[config.mk]
export PLATFORM = sky130hd
export DESIGN_NAME = csfw_ram
export DESIGN_NICKNAME = d
export VERILOG_FILES = /design/src/sv/csfw_ram.sv
export SDC_FILE = /design/constraint.sdc
export NUM_CORES = 1
export LEC_CHECK = 0
export ABC_AREA = 0
export ABC_CLOCK_PERIOD_IN_PS = 1650
export BUFFER_PORTS_ARGS = -buffer_cell sky130_fd_sc_hd__buf_2
export CAP_MARGIN = 20
export CORE_MARGIN = 1
export CORE_UTILIZATION = 40
export CTS_CLUSTER_DIAMETER = 100
export DETAILED_ROUTE_END_ITERATION = 8
export HOLD_SLACK_MARGIN = 0.15
export PLACE_DENSITY = 0.56
export SLEW_MARGIN = 0
export SYNTH_ARGS = -nofsm -noshare
export SYNTH_HDL_FRONTEND = slang
export SYNTH_SLANG_ARGS = --single-unit
[constraint.sdc]
create_clock -name clk -period 1.65 [get_ports clk]
set_input_delay 0.0825 -clock clk [delete_from_list [all_inputs] [get_ports clk]]
set_output_delay 0.0825 -clock clk [all_outputs]
set_load 0.01 [all_outputs]
[src/sv/csfw_ram.sv]
// Generic single-write, single-read RAM with registered read data.
// No dependencies.
module csfw_ram #(
    parameter int WIDTH = 8,
    parameter int DEPTH = 16,
    localparam int AW   = (DEPTH > 1) ? $clog2(DEPTH) : 1
) (
    input  logic             clk,
    input  logic             wr_en,
    input  logic [AW-1:0]    wr_addr,
    input  logic [WIDTH-1:0] wr_data,
    input  logic             rd_en,
    input  logic [AW-1:0]    rd_addr,
    output logic [WIDTH-1:0] rd_data
);

    logic [WIDTH-1:0] mem_reg [DEPTH];
    logic [WIDTH-1:0] rd_data_reg;

    always_ff @(posedge clk)
    begin
        if (wr_en)
        begin
            mem_reg[wr_addr] <= wr_data;
        end
        if (rd_en)
        begin
            rd_data_reg <= mem_reg[rd_addr];
        end
    end

    assign rd_data = rd_data_reg;

endmodule

# After elaboration in Yosys (flattened, before gate mapping)
# Memories as Yosys holds them, arrays and structs flattened. A register that Yosys moved wholly into a read port is not among the register bits.
# Index checks and enable logic that the tools add are counted.
classes:
  muxes: 2
ops:
  columns: ["cell", "count"]
  rows:
  - ["$mux W1", 2]
totals:
  inputBits: 19
  out_inout_bits: 8
  n_memories: 1
  mem_bits_rw: 128
  regBits: 0
memory_table:
  columns: ["name", "words", "word_bits", "rd", "rd_clocked_by_memory_dff", "wr", "line", "rtl"]
  rows:
  - ["mem_reg", 16, 8, 1, 1, 1, "17", "logic [WIDTH-1:0] mem_reg [DEPTH];"]

# Logic depth before layout (Yosys ltp)
logic_depth:
  ltp_word: 2
  mapped_depth: 5
  ltp_nobuf: 3

# Worst setup path after synthesis
# OpenSTA, ideal clock, no wires.
synth_timing:
  path_type: "input to register"
  startpoint: "in wr_addr[2]"
  endpoint: "mem mem_reg[0][0] (enable)"
  stages: 2
  t_arrival_ns: 1.192
  slack_ns: 0.075
  required_ns: 1.267
  cell_sequence: "or3b_2 > nor3_1"
synth_rtl:
  columns: ["item", "line", "rtl"]
  rows:
  - ["start: declaration", "10", "input logic [AW-1:0] wr_addr,"]
  - ["end: declaration", "17", null]
# Straight into the memory's write port.

==> Flow_metrics.wiki <==
{| class="wikitable"
! Metric !! Value
|-
| Class of the worst hold path || input pin to flip-flop
|-
| Synthesized netlist net count || 248
|-
| Starting density of the core || 41.3%
|-
| Number of max-slew violations in the final report || 0
|-
| Routed wl met2 || 4980 µm
|-
| Timing-limited maximum frequency || 0.684 GHz
|-
| Sequential-to-total area share from yosys stat || 78.1%
|-
| Instance count of the mapped netlist || 229
|-
| Number of placed cells counting well taps || 439
|-
| CP Class || flip-flop to flip-flop
|-
| Clock latency on the worst-skew pair || 0.40 ns
|-
| Leading cell type by number of instances after synthesis || sky130_fd_sc_hd__edfxtp_1
|-
| Layout cells sized above 1 || 30.3%
|-
| Top post-synthesis cells by area || sky130_fd_sc_hd__edfxtp_1 (78%), sky130_fd_sc_hd__mux4_2 (7.8%), sky130_fd_sc_hd__mux4_1 (7.0%)
|-
| Number of vias after detailed routing || 2431
|-
| Resized Gates After CTS || 0
|-
| Global-route wire length before repair || 14500 µm
|-
| Ratio of routed vias to standard cells || 5.08
|-
| Count of final setup violators || 0
|-
| WL/cell || 19.6 µm
|-
| Number of max-cap violations || 0
|-
| Worst-case clock buffer depth || 2
|-
| Final Hold Violating Endpoints || 0
|-
| Area added between synthesis and finish || 21.4%
|-
| Fin Clk Skew || 0.00555 ns
|-
| Antenna violations before repair || 0
|-
| Final period utilization || 88.6%
|-
| Detailed-routing iteration count for the pre-antenna-repair pass || 4
|-
| Post-route DRC || 0
|-
| Total Neg Setup Slack || 0 ns
|-
| Wire length on met1 || 3850 µm
|-
| I/O Buffers || 26
|-
| Cell Pwr Density || 1250 mW/mm²
|-
| Largest vdd supply drop || 0.000667 V
|-
| Top layer reached by signal wires || met4
|-
| Min cycle time layout || 1.46 ns
|-
| Category of the worst setup path launch point || flip-flop
|-
| Actual transition at the worst max-transition pin || 0.386 ns
|-
| Ant. Diodes || 0
|-
| Fin cells || 479
|-
| Number of flip-flops in the largest register || 128
|-
| CTS tree || built
|-
| Tot GR Track Use || 15.7%
|-
| Required time reported for the critical path endpoint || 1.79 ns
|-
| Maximum number of pins on one net before global-route repair || 33
|-
| Total of warnings raised by yosys || 0
|-
| Worst setup EP type || flip-flop
|-
| Worst endpoint data arrival time || 1.61 ns
|-
| Die height || 116 µm
|-
| Synth async-reset ratio || 0%
|-
| Synth cell types || 18
|-
| Count of state elements after synthesis || 136
|-
| Outcome || finished, final reports clean
|-
| Layout Nets || 314
|-
| Die width || 116 µm
|-
| Deepest level of the CTS H-tree || 4
|-
| Count of clock tree sinks || 136
|-
| Most used standard cells in the synthesized netlist || sky130_fd_sc_hd__edfxtp_1 (136), sky130_fd_sc_hd__mux4_2 (18), sky130_fd_sc_hd__a22oi_1 (16)
|-
| Filler Cells Inserted || 1036
|-
| Summed area of non-filler cells in the final layout || 0.00635 mm²
|-
| Detailed Route Iter0 Violations || 138
|-
| Number of global-route vias before repair || 2569
|-
| Share of Yosys cell area claimed by the top area cell type || 78.1%
|-
| Number of rows in the core area || 41
|-
| LEAKAGE || 2.16 nW
|-
| Dominant synthesized flop cell || sky130_fd_sc_hd__edfxtp_1
|-
| Count of antenna-violating nets left after detailed routing || 0
|-
| Per-instance average area after synthesis || 22.8 µm²
|-
| Total chip power || 7.90 mW
|-
| Detail Placement HPWL || 6100 µm
|-
| Cell area reported after detailed placement || 0.00569 mm²
|-
| Post-synthesis instance area || 0.00523 mm²
|-
| Inserted Clock Buffers || 17
|-
| Slew headroom || 74.2%
|-
| Total I/O pin count || 27
|-
| Clock root cell || sky130_fd_sc_hd__clkbuf_16
|-
| Unrepaired setup endpoints after global routing || false
|-
| Number of flops mapped to enable cells by yosys || 136
|-
| Worst-path clk slew || 0.05 ns
|-
| Gp weighted congestion || 0.686
|-
| Final core utilization || 50.1%
|-
| Grt total ovfl || 0
|-
| Library cell with the largest summed area after synthesis || sky130_fd_sc_hd__edfxtp_1
|-
| Critical-path maximum fanout || 1
|-
| Die Footprint || 0.0135 mm²
|-
| Routed wire length on met3 || 486 µm
|-
| Core outline area || 0.0127 mm²
|-
| Total wire length || 9410 µm
|}
per-layer routing:
metal,track usage [%],up-vias
met5,0,-
met4,5.64,0
met3,4.51,6
met2,26.1,70
met1,19.7,1245
li1,-,1110
report_power, final:
| part | internal [mW] | total [mW] | switching, mW |
|---|---|---|---|
| logic | 0.174 | 0.378 | 0.204 |
| registers | 3.90 | 3.91 | 0.0190 |
| clock network | 2.34 | 3.61 | 1.27 |
| total | 6.41 | 7.90 | 1.49 |
cell families after synthesis:
| kind of cell | count (synthesis) | synth area share [%] |
|---|---|---|
| DFF | 136 | 78.1 |
| and+or+nand+nor | 35 | 3.14 |
| muxes | 32 | 14.8 |
| AOI/OAI and AO/OA | 16 | 2.30 |
| buffers and inverters | 10 | 1.65 |
final timing paths:
kind | startpoint | endpoint | slack [ns] | cells after the start
setup / recovery | mem_reg[1][3]$_DFFE_PP_ | rd_data[3]$_DFFE_PP_ | 0.19 | 3
hold reg to reg | mem_reg[8][4]$_DFFE_PP_ | rd_data[4]$_DFFE_PP_ | 0.75 | 3
setup reg to reg | mem_reg[1][3]$_DFFE_PP_ | rd_data[3]$_DFFE_PP_ | 0.19 | 3
hold / removal | wr_addr[0] | mem_reg[0][0]$_DFFE_PP_ | 0.23 | 3
metrics by stage:
stage / hold slack (ns) / setup WS, ns
6_report: 0.232 / 0.187
5_1_grt: 0.251 / 0.109
4_1_cts: 0.217 / 0.168
3_5_place_dp: 0.455 / 0.0416
3_3_place_gp: 0.457 / 0.0647
2_1_floorplan: 0.181 / 0.0746
cell usage in the layout (no fill, tap or decap), types with 2 or more instances in the layout:
cell type	n
sky130_fd_sc_hd__bufinv_16	3
sky130_fd_sc_hd__mux4_2	18
sky130_fd_sc_hd__clkbuf_16	17
sky130_fd_sc_hd__clkinv_2	5
sky130_fd_sc_hd__dlygate4sd3_1	9
sky130_fd_sc_hd__clkbuf_1	3
sky130_fd_sc_hd__nand2b_1	2
sky130_fd_sc_hd__nor3_1	4
sky130_fd_sc_hd__nor2_1	13
sky130_fd_sc_hd__nand3b_1	2
sky130_fd_sc_hd__buf_4	19
sky130_fd_sc_hd__buf_2	26
sky130_fd_sc_hd__buf_12	3
sky130_fd_sc_hd__mux4_1	14
sky130_fd_sc_hd__a22oi_1	16
sky130_fd_sc_hd__nand2_1	9
sky130_fd_sc_hd__clkinv_1	2
sky130_fd_sc_hd__edfxtp_1	136
worst max-delay path: stages, from the launching register on:
cell and delay [ns]:
sky130_fd_sc_hd__edfxtp_1 0.36, sky130_fd_sc_hd__mux4_1 0.51, sky130_fd_sc_hd__a22oi_1 0.24, sky130_fd_sc_hd__nand2_1 0.10
timing repair:
item                                    4_1_cts  5_1_grt
endpoints found under the setup margin        0        0
setup buffers                                 0        0
hold endpoints to repair                    136        0
hold buffers                                  9        0
layout make-up:
| class | instances | area [µm²] | area share [%] |
|---|---|---|---|
| Tap cell | 172 | 215 | 3.39 |
| Clock inverter | 11 | 131 | 2.07 |
| Timing Repair Buffer | 57 | 423 | 6.66 |
| Sequential cell | 136 | 4080 | 64.3 |
| Multi-Input combinational cell | 83 | 1060 | 16.7 |
| Clock buffer | 20 | 437 | 6.88 |
(Power assumes the default switching activity.)
