<file path="config.mk">
export PLATFORM = sky130hd
export DESIGN_NAME = csfw_alu
export DESIGN_NICKNAME = d
export VERILOG_FILES = /design/src/sv/csfw_pkg.sv /design/src/sv/csfw_alu.sv
export SDC_FILE = /design/constraint.sdc
export NUM_CORES = 1
export LEC_CHECK = 0
export ABC_AREA = 1
export BUFFER_PORTS_ARGS = -buffer_cell sky130_fd_sc_hd__buf_2
export CAP_MARGIN = 20
export CORE_UTILIZATION = 32
export DETAILED_ROUTE_END_ITERATION = 7
export PLACE_DENSITY_LB_ADDON = 0.15
export SETUP_SLACK_MARGIN = 0.2
export SLEW_MARGIN = 30
export SYNTH_ARGS = -nofsm -noshare
export SYNTH_HDL_FRONTEND = slang
export SYNTH_SLANG_ARGS = --single-unit
</file>
<file path="constraint.sdc">
create_clock -name vclk -period 6.6
set_clock_uncertainty 0.15 [all_clocks]
set_input_delay 1.32 -clock vclk [all_inputs]
set_output_delay 1.32 -clock vclk [all_outputs]
set_load 0.1 [all_outputs]
</file>
<file path="src/sv/csfw_pkg.sv">
// Package for the counting semaphore with FIFO wait queue.
// Holds field widths, request and status codes, and shared struct types.
// No dependencies; compile first.
package csfw_pkg;

    localparam int FUNC_W   = 2;
    localparam int TID_W    = 8;
    localparam int PERMIT_W = 16;
    localparam int STATUS_W = 2;

    localparam int DEF_QUEUE_DEPTH = 16;
    localparam int DEF_THREAD_BITS = 8;

    localparam logic [PERMIT_W-1:0] PERMIT_MAX = '1;

    localparam logic [FUNC_W-1:0] FUNC_WAIT   = 2'd0;
    localparam logic [FUNC_W-1:0] FUNC_SIGNAL = 2'd1;
    localparam logic [FUNC_W-1:0] FUNC_CLOSE  = 2'd2;

    localparam logic [STATUS_W-1:0] ST_OK      = 2'd0;
    localparam logic [STATUS_W-1:0] ST_BLOCKED = 2'd1;
    localparam logic [STATUS_W-1:0] ST_CLOSED  = 2'd2;
    localparam logic [STATUS_W-1:0] ST_FULL    = 2'd3;

    localparam logic KIND_REPLY = 1'b0;
    localparam logic KIND_WAKE  = 1'b1;

    // Shared adder output: result plus carry (fits on subtract, overflow on add)
    typedef struct packed {
        logic [PERMIT_W-1:0] result;
        logic                flag;
    } alu_out_t;

    typedef struct packed {
        logic                kind;
        logic [STATUS_W-1:0] status;
        logic [TID_W-1:0]    thread;
    } result_t;

endpackage

</file>
<file path="src/sv/csfw_alu.sv">
// Shared permit adder: saturating add, or subtract with fit flag; on add the flag means overflow.
// Depends on csfw_pkg.
module csfw_alu import csfw_pkg::*; (
    input  logic                sub,
    input  logic [PERMIT_W-1:0] a,
    input  logic [PERMIT_W-1:0] b,
    output alu_out_t            y
);

    logic [PERMIT_W:0] sum;

    // One adder: a + ~b + 1 on subtract, carry out means b <= a
    assign sum = {1'b0, a} + {1'b0, (sub ? ~b : b)} + {{PERMIT_W{1'b0}}, sub};

    always_comb
    begin
        y.flag = sum[PERMIT_W];
        if (sub || !sum[PERMIT_W])
        begin
            y.result = sum[PERMIT_W-1:0];
        end
        else
        begin
            y.result = PERMIT_MAX;
        end
    end

endmodule

</file>
* Yosys cells after proc, flatten, opt, wreduce, memory -nomap -nowiden
Cells that the tools add are included.
** Word-level totals
- Input bits :: 33
- Register bits :: 0
- Output and inout bits :: 17
- Word-level logic and storage cells :: 7
** Operators by class
- Bitwise gates (word level) :: 1
- Multiplexer cells :: 2
- Reductions and logical operators :: 2
- Add/subtract/negate cells :: 2
** Operators with widths (count)
- two-way mux 16 bit :: 2
- adder 16 x 16 -> 17 bit :: 1
- adder 17 x 1 -> 17 bit :: 1
- inverter 16 bit :: 1
- logical NOT 1 bit :: 1
- logical OR 1 bit :: 1

* Depth between registers and ports, before layout
Gate-level depths: netlist of run 1.
- Depth after elaboration :: 7
- Depth in mapped cells :: 15

* Worst setup path after synthesis of run 1
No wires, ideal clock.
- Path type :: input-to-output
- Start :: input sub
- End :: output y[3] (netlist bit)
- Cell stages on the path :: 7
- Path buffers :: 2
- Path slack :: 694 ps
- Data required time :: 5130 ps
- Arrival :: 4436 ps
- Cells stage by stage :: buf_2 > buf_2 > xor2_1 > ha_1 > nand2_1 > inv_1 > o21ai_0
** RTL lines
- start: declaration :: line csfw_alu.sv:4 : input logic sub,
- end: declaration :: line csfw_alu.sv:7 : output alu_out_t y

==> metrics.md, run 1 <==
| Metric | Value |
|---|---|
| Outcome | `completed` |
| Via count | `1396` |
| Register area | `0 sq um` |
| Cell taking the most area after synthesis | `nand2_1` |
| Post-synth top area share | `21.8%` |
| Data arrival, critical path | `3650 ps` |
| Max cap viols | `0` |
| Die Wd | `63.8 um` |
| Critical Path End Type | `output port` |
| WHS | `3020 ps` |
| Max Clock Freq | `195 MHz` |
| Worst-Margin Slew | `498 ps` |
| Final instance area | `1510 sq um` |
| Leak | `1.00 nW` |
| Slowest CP cell | `buf_2` |
| Setup repair bufs after CTS | `0` |
| Syn_area_per_cell | `5.48 sq um` |
| N_diodes | `0` |
| # rows | `22` |
| Core ar. | `3660 sq um` |
| Synth cell types | `24` |
| GPL Wtd Cong | `0.826` |
| Final Hold Viols | `0` |
| Min Clock Period, post-route | `5120 ps` |
| Die Ht | `63.8 um` |
| Worst hold path class | `input port to output port` |
| Synth-to-Final Area Change | `23.7%` |
| Cts repair resizes | `0` |
| Initial drt markers | `86` |
| Max Slew Vio Count | `0` |
| CP Cell Sequence | `buf_2 -> nand2_1 -> nand2_1 -> inv_1 -> fa_1 -> inv_1 -> nand2_1 -> nand3_1 -> nand3_1 -> nand2_1 -> nand2_1 -> nand2_2 -> nand2_4 -> o21ai_0 -> buf_2` |
| Setup TNS | `0 ps` |
| Buf/Inv on CP | `4` |
| Sequential area share after synthesis | `0%` |
| Ports | `50` |
| DIE AREA | `4070 sq um` |
| Sequential cell count | `0` |
| # DRC | `0` |
| DP Area | `1510 sq um` |
| Hold-fix buffers, CTS | `0` |
| Nets | `321` |
| Tcrit/Tclk final | `77.6%` |
| Worst slew margin | `67.0%` |
| Drt total wl | `2960 um` |
| Vias in the first global route | `1228` |
| Initial antenna violation count | `0` |
| Grt ovf | `0` |
| Setup crit start kind | `input port` |
| Critical path depth in cells | `15` |
| Detailed Routing Iterations Pass 1 | `4` |
| CP dominant cell by count | `nand2_1` |
| Synth Instances | `223` |
| Peak VDD IR | `0.000115 V` |
| Crit Path Max Fanout | `17` |
| WS Path Type | `input port to output port` |
| Power per standard cell area | `268 nW/um^2` |
| Yosys synthesis warning count | `0` |
| Initial core utilization | `33.4%` |
| RSZ-0062 raised after global routing | `no` |
| Ranking of synthesized cells by area | `nand2_1 (22%), ha_1 (15%), inv_1 (14%)` |
| Share of layout cells above drive strength 1 | `24.8%` |
| Global-route wire length before repair | `5260 um` |
| Routed len/inst | `9.32 um` |
| PortBufs | `50` |
| Pin count of the biggest net entering global routing | `18` |
| CP delay by family, top | `buffers and inverters` |
| DR vias/cell | `4.39` |
| CP required | `5130 ps` |
| Synthesized area | `1220 sq um` |
| Hold Path Depth | `4` |
| GR Util All Layers | `15.5%` |
| Final setup fails | `0` |
| Worst stage delay on the critical path | `440 ps` |
| Clock buffer cells | `0` |
| Dpl hpwl | `2610 um` |
| Antenna violation net count after detailed routing | `0` |
| Mapped Nets | `272` |
## power by group
group	leakage (nW)	switching, mW	internal (mW)
Combinational	1.00	0.321	0.0841
Clock	0	0	0
Sequential	0	0	0
Total	1.00	0.321	0.0841
## cells in the final DEF (no fill, tap or decap), drive strengths merged, types with 2 or more instances in the layout
cell type / instances
inv: 46
nand2: 80
nor2: 8
ha: 15
or2: 3
nand3: 26
a21oi: 12
o21ai: 2
xor2: 19
buf: 50
nor3: 3
## path summary, 6_finish.rpt
kind	from	end	slack (ps)
max	sub	y[3]	1480
min	a[0]	y[1]	3020
## through the flow
| step | utilization (%) | setup slack, ps | cells | power, mW |
|---|---|---|---|---|
| floorplan | - | 694 | 223 | 0.347 |
| global placement | 41.3 | 1490 | 318 | 0.408 |
| detailed placement | 41.3 | 1430 | 318 | 0.408 |
| CTS | 41.3 | 1430 | 318 | 0.409 |
| global route | 41.3 | 1220 | 318 | 0.436 |
| finish | 41.3 | 1480 | 318 | 0.405 |
## tightest hold or removal path: stages
cell and delay, ps:
buf_2 110, nand2_1 70, nand3_2 60, buf_2 280
## metal layers
metal	track usage [%]	share of wire, %	vias up	wire (um)
met5	0	0	-	0
met4	0	0	0	0
met3	0.357	5.2	0	154
met2	25.1	42	38	1260
met1	23.9	52	578	1550
li1	-	-	780	-
## final cells by class
| class | instances | area, sq um |
|---|---|---|
| timing repair buffer | 50 | 250 |
| multi-input combinational | 174 | 1030 |
| inverter | 46 | 173 |
| fill | 440 | 2150 |
| tap | 48 | 60.1 |
## synth_stat cells, types with 2 or more instances
cell and count:
ha_1 15, nor3_1 2, or2_2 2, inv_1 45
nand2_1 71, nor2_1 8, nand2_2 8, a21oi_1 12
o21ai_0 2, xor2_1 19, nand3_2 4, nand3_1 22
buf_2 2
## logic make-up (layout without fill, tap and decap cells)
kind of cell / Yosys count / after routing / share of synthesized area [%]
AO/OA/AOI/OAI: 16 / 16 / 6.97
XOR/XNOR: 20 / 20 / 14.3
buffers and inverters: 49 / 96 / 15.9
adder cells (fa/ha/maj): 16 / 16 / 17.0
AND/OR/NAND/NOR: 122 / 122 / 45.8
(Power assumes the default switching activity.)
==> inputs of run 2 (changes only) <==
==> constraint.sdc (replaced) <==
create_clock -name vclk -period 5.3
set_clock_uncertainty 0.15 [all_clocks]
set_input_delay 1.06 -clock vclk [all_inputs]
set_output_delay 1.06 -clock vclk [all_outputs]
set_load 0.1 [all_outputs]
==> metrics.md, run 2 (synthesis gave the netlist of run 1 again) <==
| Metric | Value |
|---|---|
| Core ar. | `3660 sq um (unchanged)` |
| Final Power | `0.507 mW (was 0.405 mW)` |
| CP dominant cell by count | `nand2_1 (unchanged)` |
| RSZ-0062 raised after global routing | `no (unchanged)` |
| CP required | `4090 ps (was 5130 ps)` |
| Buf/Inv on CP | `4 (unchanged)` |
| Top layer in use | `met4 (was met3)` |
| CP delay by family, top | `simple AND/OR/NAND/NOR gates (was buffers and inverters)` |
| Worst-Margin Slew | `503 ps (was 498 ps)` |
| Max Slew Vio Count | `0 (unchanged)` |
| Global-route wire length before repair | `5330 um (was 5260 um)` |
| Setup TNS | `0 ps (unchanged)` |
| Synth-to-Final Area Change | `24.0% (was 23.7%)` |
| WS Path Type | `input port to output port (unchanged)` |
| Initial antenna violation count | `0 (unchanged)` |
| Vias in the first global route | `1264 (was 1228)` |
| Critical Path End Type | `output port (unchanged)` |
| Post-placement setup slack | `618 ps (was 1430 ps)` |
| PortBufs | `50 (unchanged)` |
| Tcrit/Tclk final | `88.1%` |
| Leak | `1.00 nW (about the same)` |
| Most frequent cells in the layout | `nand2_1 (71), buf_2 (50), inv_1 (45) (unchanged)` |
| Pin count of the biggest net entering global routing | `18 (unchanged)` |
| CP Cell Sequence | `buf_2 -> nand2_1 -> nand2_1 -> inv_1 -> fa_1 -> inv_1 -> nand2_1 -> nand3_1 -> nand3_1 -> nand2_1 -> nand2_1 -> nand2_2 -> nand2_4 -> nand3_1 -> buf_2 (was buf_2 -> nand2_1 -> nand2_1 -> inv_1 -> fa_1 -> inv_1 -> nand2_1 -> nand3_1 -> nand3_1 -> nand2_1 -> nand2_1 -> nand2_2 -> nand2_4 -> o21ai_0 -> buf_2)` |
| Routed length on met2 | `1360 um (was 1260 um)` |
| Crit Path Max Fanout | `17 (unchanged)` |
| Commonest non-fill, non-tap cell in the layout | `nand2_1 (unchanged)` |
| Via count | `1431 (was 1396)` |
| Die Wd | `63.8 um (unchanged)` |
| Antenna violation net count after detailed routing | `0 (unchanged)` |
| Worst slew margin | `66.7% (was 67.0%)` |
| Final setup fails | `0 (unchanged)` |
| Outcome | `completed (unchanged)` |
| Hold-fix buffers, CTS | `0 (unchanged)` |
| Met3 Wirelength | `95 um (was 154 um)` |
| DR vias/cell | `4.50 (was 4.39)` |
| DIE AREA | `4070 sq um (unchanged)` |
| N_diodes | `0 (unchanged)` |
| Min Clock Period, post-route | `4670 ps` |
| Worst setup startpoint | `sub (unchanged)` |
| Max Clock Freq | `214 MHz` |
| Initial drt markers | `23 (was 86)` |
| Initial core utilization | `33.4% (unchanged)` |
| Final Hold Viols | `0 (unchanged)` |
| Max cap viols | `0 (unchanged)` |
| GR Util All Layers | `15.7% (was 15.5%)` |
| Share of layout cells above drive strength 1 | `25.2% (was 24.8%)` |
| # rows | `22 (unchanged)` |
| Ports | `50 (unchanged)` |
| Setup crit start kind | `input port (unchanged)` |
| Die Ht | `63.8 um (unchanged)` |
| Worst hold path class | `input port to output port (unchanged)` |
| Detailed Routing Iterations Pass 1 | `4 (unchanged)` |
| Routed len/inst | `9.50 um (was 9.32 um)` |
| Clock buffer cells | `0 (unchanged)` |
| Slowest CP cell | `buf_2 (unchanged)` |
| Register area | `0 sq um (unchanged)` |
| Setup repair bufs after CTS | `0 (unchanged)` |
| Power per standard cell area | `335 nW/um^2 (was 268 nW/um^2)` |
| Sequential cell count | `0 (unchanged)` |
| Setup WS post-layout | `633 ps (was 1480 ps)` |
| Cts repair resizes | `0 (unchanged)` |
| Dpl hpwl | `2670 um (was 2610 um)` |
| # DRC | `0 (unchanged)` |
| Data arrival, critical path | `3460 ps (was 3650 ps)` |
| GPL Wtd Cong | `0.838 (was 0.826)` |
| Grt ovf | `0 (unchanged)` |
| Met1 WL | `1540 um (was 1550 um)` |
| FILL cells | `418 (was 440)` |
| Nets | `321 (unchanged)` |
| Peak VDD IR | `0.000166 V (was 0.000115 V)` |
| Hold_sp | `a[0] (unchanged)` |
| Drt total wl | `3020 um (was 2960 um)` |
| Worst stage delay on the critical path | `430 ps (was 440 ps)` |
## run 2: layout make-up
cell class	instances	area, sq um	area share (%)
Inverter	46	173	11.4
Multi-Input combinational cell	174	1030	68.1
Timing Repair Buffer	50	250	16.5
Tap cell	48	60.1	3.97
## run 2: metrics by stage
| step | std cells | hold WS (ps) | util [%] | cell area [sq um] |
|---|---|---|---|---|
| detailed placement | 318 | 2500 | 41.4 | 1510 |
| global placement | 318 | 2490 | 41.4 | 1510 |
| finish | 318 | 2490 | 41.4 | 1510 |
| floorplan | 223 | 2390 | - | 1220 |
| global route | 318 | 2530 | 41.4 | 1510 |
| CTS | 318 | 2500 | 41.4 | 1510 |
## run 2: layer usage
metal,GRT usage [%],vias up
met5,0,-
met3,0.357,2
met2,27.7,28
li1,-,782
met1,21.9,619
met4,1.14,0
## run 2: power breakdown
| group | switching, mW | internal, mW |
|---|---|---|
| clock network | 0 | 0 |
| registers | 0 | 0 |
| logic | 0.402 | 0.106 |
| total | 0.402 | 0.106 |
## run 2: worst paths after layout
kind / slack (ps) / cells past startpoint / end
worst max-delay path: 630 / 15 / y[12]
worst min-delay path: 2490 / 4 / y[1]
==> inputs of run 3 (changes only) <==
--- a/config.mk
+++ b/config.mk
@@ -11,6 +11,7 @@
 export CORE_UTILIZATION = 32
 export DETAILED_ROUTE_END_ITERATION = 7
 export PLACE_DENSITY_LB_ADDON = 0.15
+export RECOVER_POWER = 50
 export SETUP_SLACK_MARGIN = 0.2
 export SLEW_MARGIN = 30
 export SYNTH_ARGS = -nofsm -noshare
==> metrics.md, run 3 (synthesis gave the netlist of run 1 again) <==
| Metric | Value |
|---|---|
| Outcome | `completed (unchanged)` |
| Clock buffer cells | `0 (unchanged)` |
| Dpl hpwl | `2670 um (unchanged)` |
| Routed len/inst | `9.52 um (was 9.50 um)` |
| Final Hold Viols | `0 (unchanged)` |
| Vias in the first global route | `1264 (unchanged)` |
| CP required | `4090 ps (about the same)` |
| Register area | `0 sq um (unchanged)` |
| Leak | `1.00 nW (about the same)` |
| Setup TNS | `0 ps (unchanged)` |
| Worst-Margin Slew | `1210 ps (was 503 ps)` |
| Final Power | `0.507 mW (about the same)` |
| # DRC | `0 (unchanged)` |
| Grt ovf | `0 (unchanged)` |
| Max cap viols | `0 (unchanged)` |
| Cts repair resizes | `0 (unchanged)` |
| Max Slew Vio Count | `0 (unchanged)` |
| Die Ht | `63.8 um (unchanged)` |
| Commonest non-fill, non-tap cell in the layout | `nand2_1 (unchanged)` |
| Nets | `321 (unchanged)` |
| Core ar. | `3660 sq um (unchanged)` |
| Initial core utilization | `33.4% (unchanged)` |
| GR Util All Layers | `15.7% (unchanged)` |
| PortBufs | `50 (unchanged)` |
| Share of layout cells above drive strength 1 | `24.8% (was 25.2%)` |
| Pin count of the biggest net entering global routing | `18 (unchanged)` |
| Initial antenna violation count | `0 (unchanged)` |
| Detailed Routing Iterations Pass 1 | `4 (unchanged)` |
| Hold-fix buffers, CTS | `0 (unchanged)` |
| CP dominant cell by count | `nand2_1 (unchanged)` |
| Antenna violation net count after detailed routing | `0 (unchanged)` |
| Tcrit/Tclk final | `91.8% (was 88.1%)` |
| Max Clock Freq | `205 MHz (was 214 MHz)` |
| Worst stage delay on the critical path | `890 ps (was 430 ps)` |
| Critical Path End Type | `output port (unchanged)` |
| Initial drt markers | `18 (was 23)` |
| Peak VDD IR | `0.000165 V (was 0.000166 V)` |
| Setup repair bufs after CTS | `0 (unchanged)` |
| Global-route wire length before repair | `5330 um (unchanged)` |
| Worst slew margin | `19.9% (was 66.7%)` |
| CP Cell Sequence | `clkbuf_2 -> nand2_1 -> nand2_1 -> inv_1 -> fa_1 -> inv_1 -> nand2_1 -> nand3_1 -> nand3_1 -> nand2_1 -> nand2_1 -> nand2_2 -> clkbuf_1 (was buf_2 -> nand2_1 -> nand2_1 -> inv_1 -> fa_1 -> inv_1 -> nand2_1 -> nand3_1 -> nand3_1 -> nand2_1 -> nand2_1 -> nand2_2 -> nand2_4 -> nand3_1 -> buf_2)` |
| Worst hold path class | `input port to output port (unchanged)` |
| Via count | `1425 (was 1431)` |
| Power per standard cell area | `335 nW/um^2 (about the same)` |
| Die Wd | `63.8 um (unchanged)` |
| Drt total wl | `3030 um (was 3020 um)` |
| DR vias/cell | `4.48 (was 4.50)` |
| FILL cells | `419 (was 418)` |
| Min Clock Period, post-route | `4870 ps (was 4670 ps)` |
| N_diodes | `0 (unchanged)` |
| Final setup fails | `0 (unchanged)` |
| # rows | `22 (unchanged)` |
| Synth-to-Final Area Change | `23.9% (was 24.0%)` |
| Most frequent cells in the layout | `nand2_1 (71), inv_1 (45), buf_2 (42) (was nand2_1 (71), buf_2 (50), inv_1 (45))` |
| RSZ-0062 raised after global routing | `no (unchanged)` |
| Setup crit start kind | `input port (unchanged)` |
| Sequential cell count | `0 (unchanged)` |
| Fin util | `41.3% (was 41.4%)` |
| Data arrival, critical path | `3660 ps (was 3460 ps)` |
| GPL Wtd Cong | `0.838 (unchanged)` |
| Slowest CP cell | `clkbuf_1 (was buf_2)` |
| WS Path Type | `input port to output port (unchanged)` |
| DIE AREA | `4070 sq um (unchanged)` |
| Crit Path Max Fanout | `17 (unchanged)` |
| Ports | `50 (unchanged)` |
run 3: final timing paths:
check	startpoint	end	slack, ps	depth (start not counted)
worst max-delay path	sub	y[0]	430	13
worst min-delay path	a[0]	y[1]	2570	4
run 3: critical path, delay by kind of cell:
kind	cells	cell delay (ps)
AND/OR/NAND/NOR	8	780
buffers and inverters	4	1450
adder cells (fa/ha/maj)	1	350
run 3: report_power, final:
part	switching [mW]	internal [mW]	total (mW)
Combinational	0.402	0.105	0.507
Sequential	0	0	0
Clock	0	0	0
run 3: final cells by class:
type | instances | area [sq um] | area share, %
Tap cell | 48 | 60.1 | 3.97
Inverter | 46 | 173 | 11.4
Timing Repair Buffer | 50 | 249 | 16.5
Multi-Input combinational cell | 174 | 1030 | 68.2
run 3: metrics by stage:
stage	std cells	setup WS [ps]	instance area, sq um	hold slack, ps
6_report	318	433	1510	2570
5_1_grt	318	232	1510	2610
2_1_floorplan	223	367	1220	2390
3_3_place_gp	318	688	1510	2490
4_1_cts	318	610	1510	2500
3_5_place_dp	318	618	1510	2500
run 3: metal layers:
metal  wire, um  GRT usage, %
met5          0             0
met1       1550          21.9
met3         95         0.357
met2       1360          27.7
met4         21          1.14
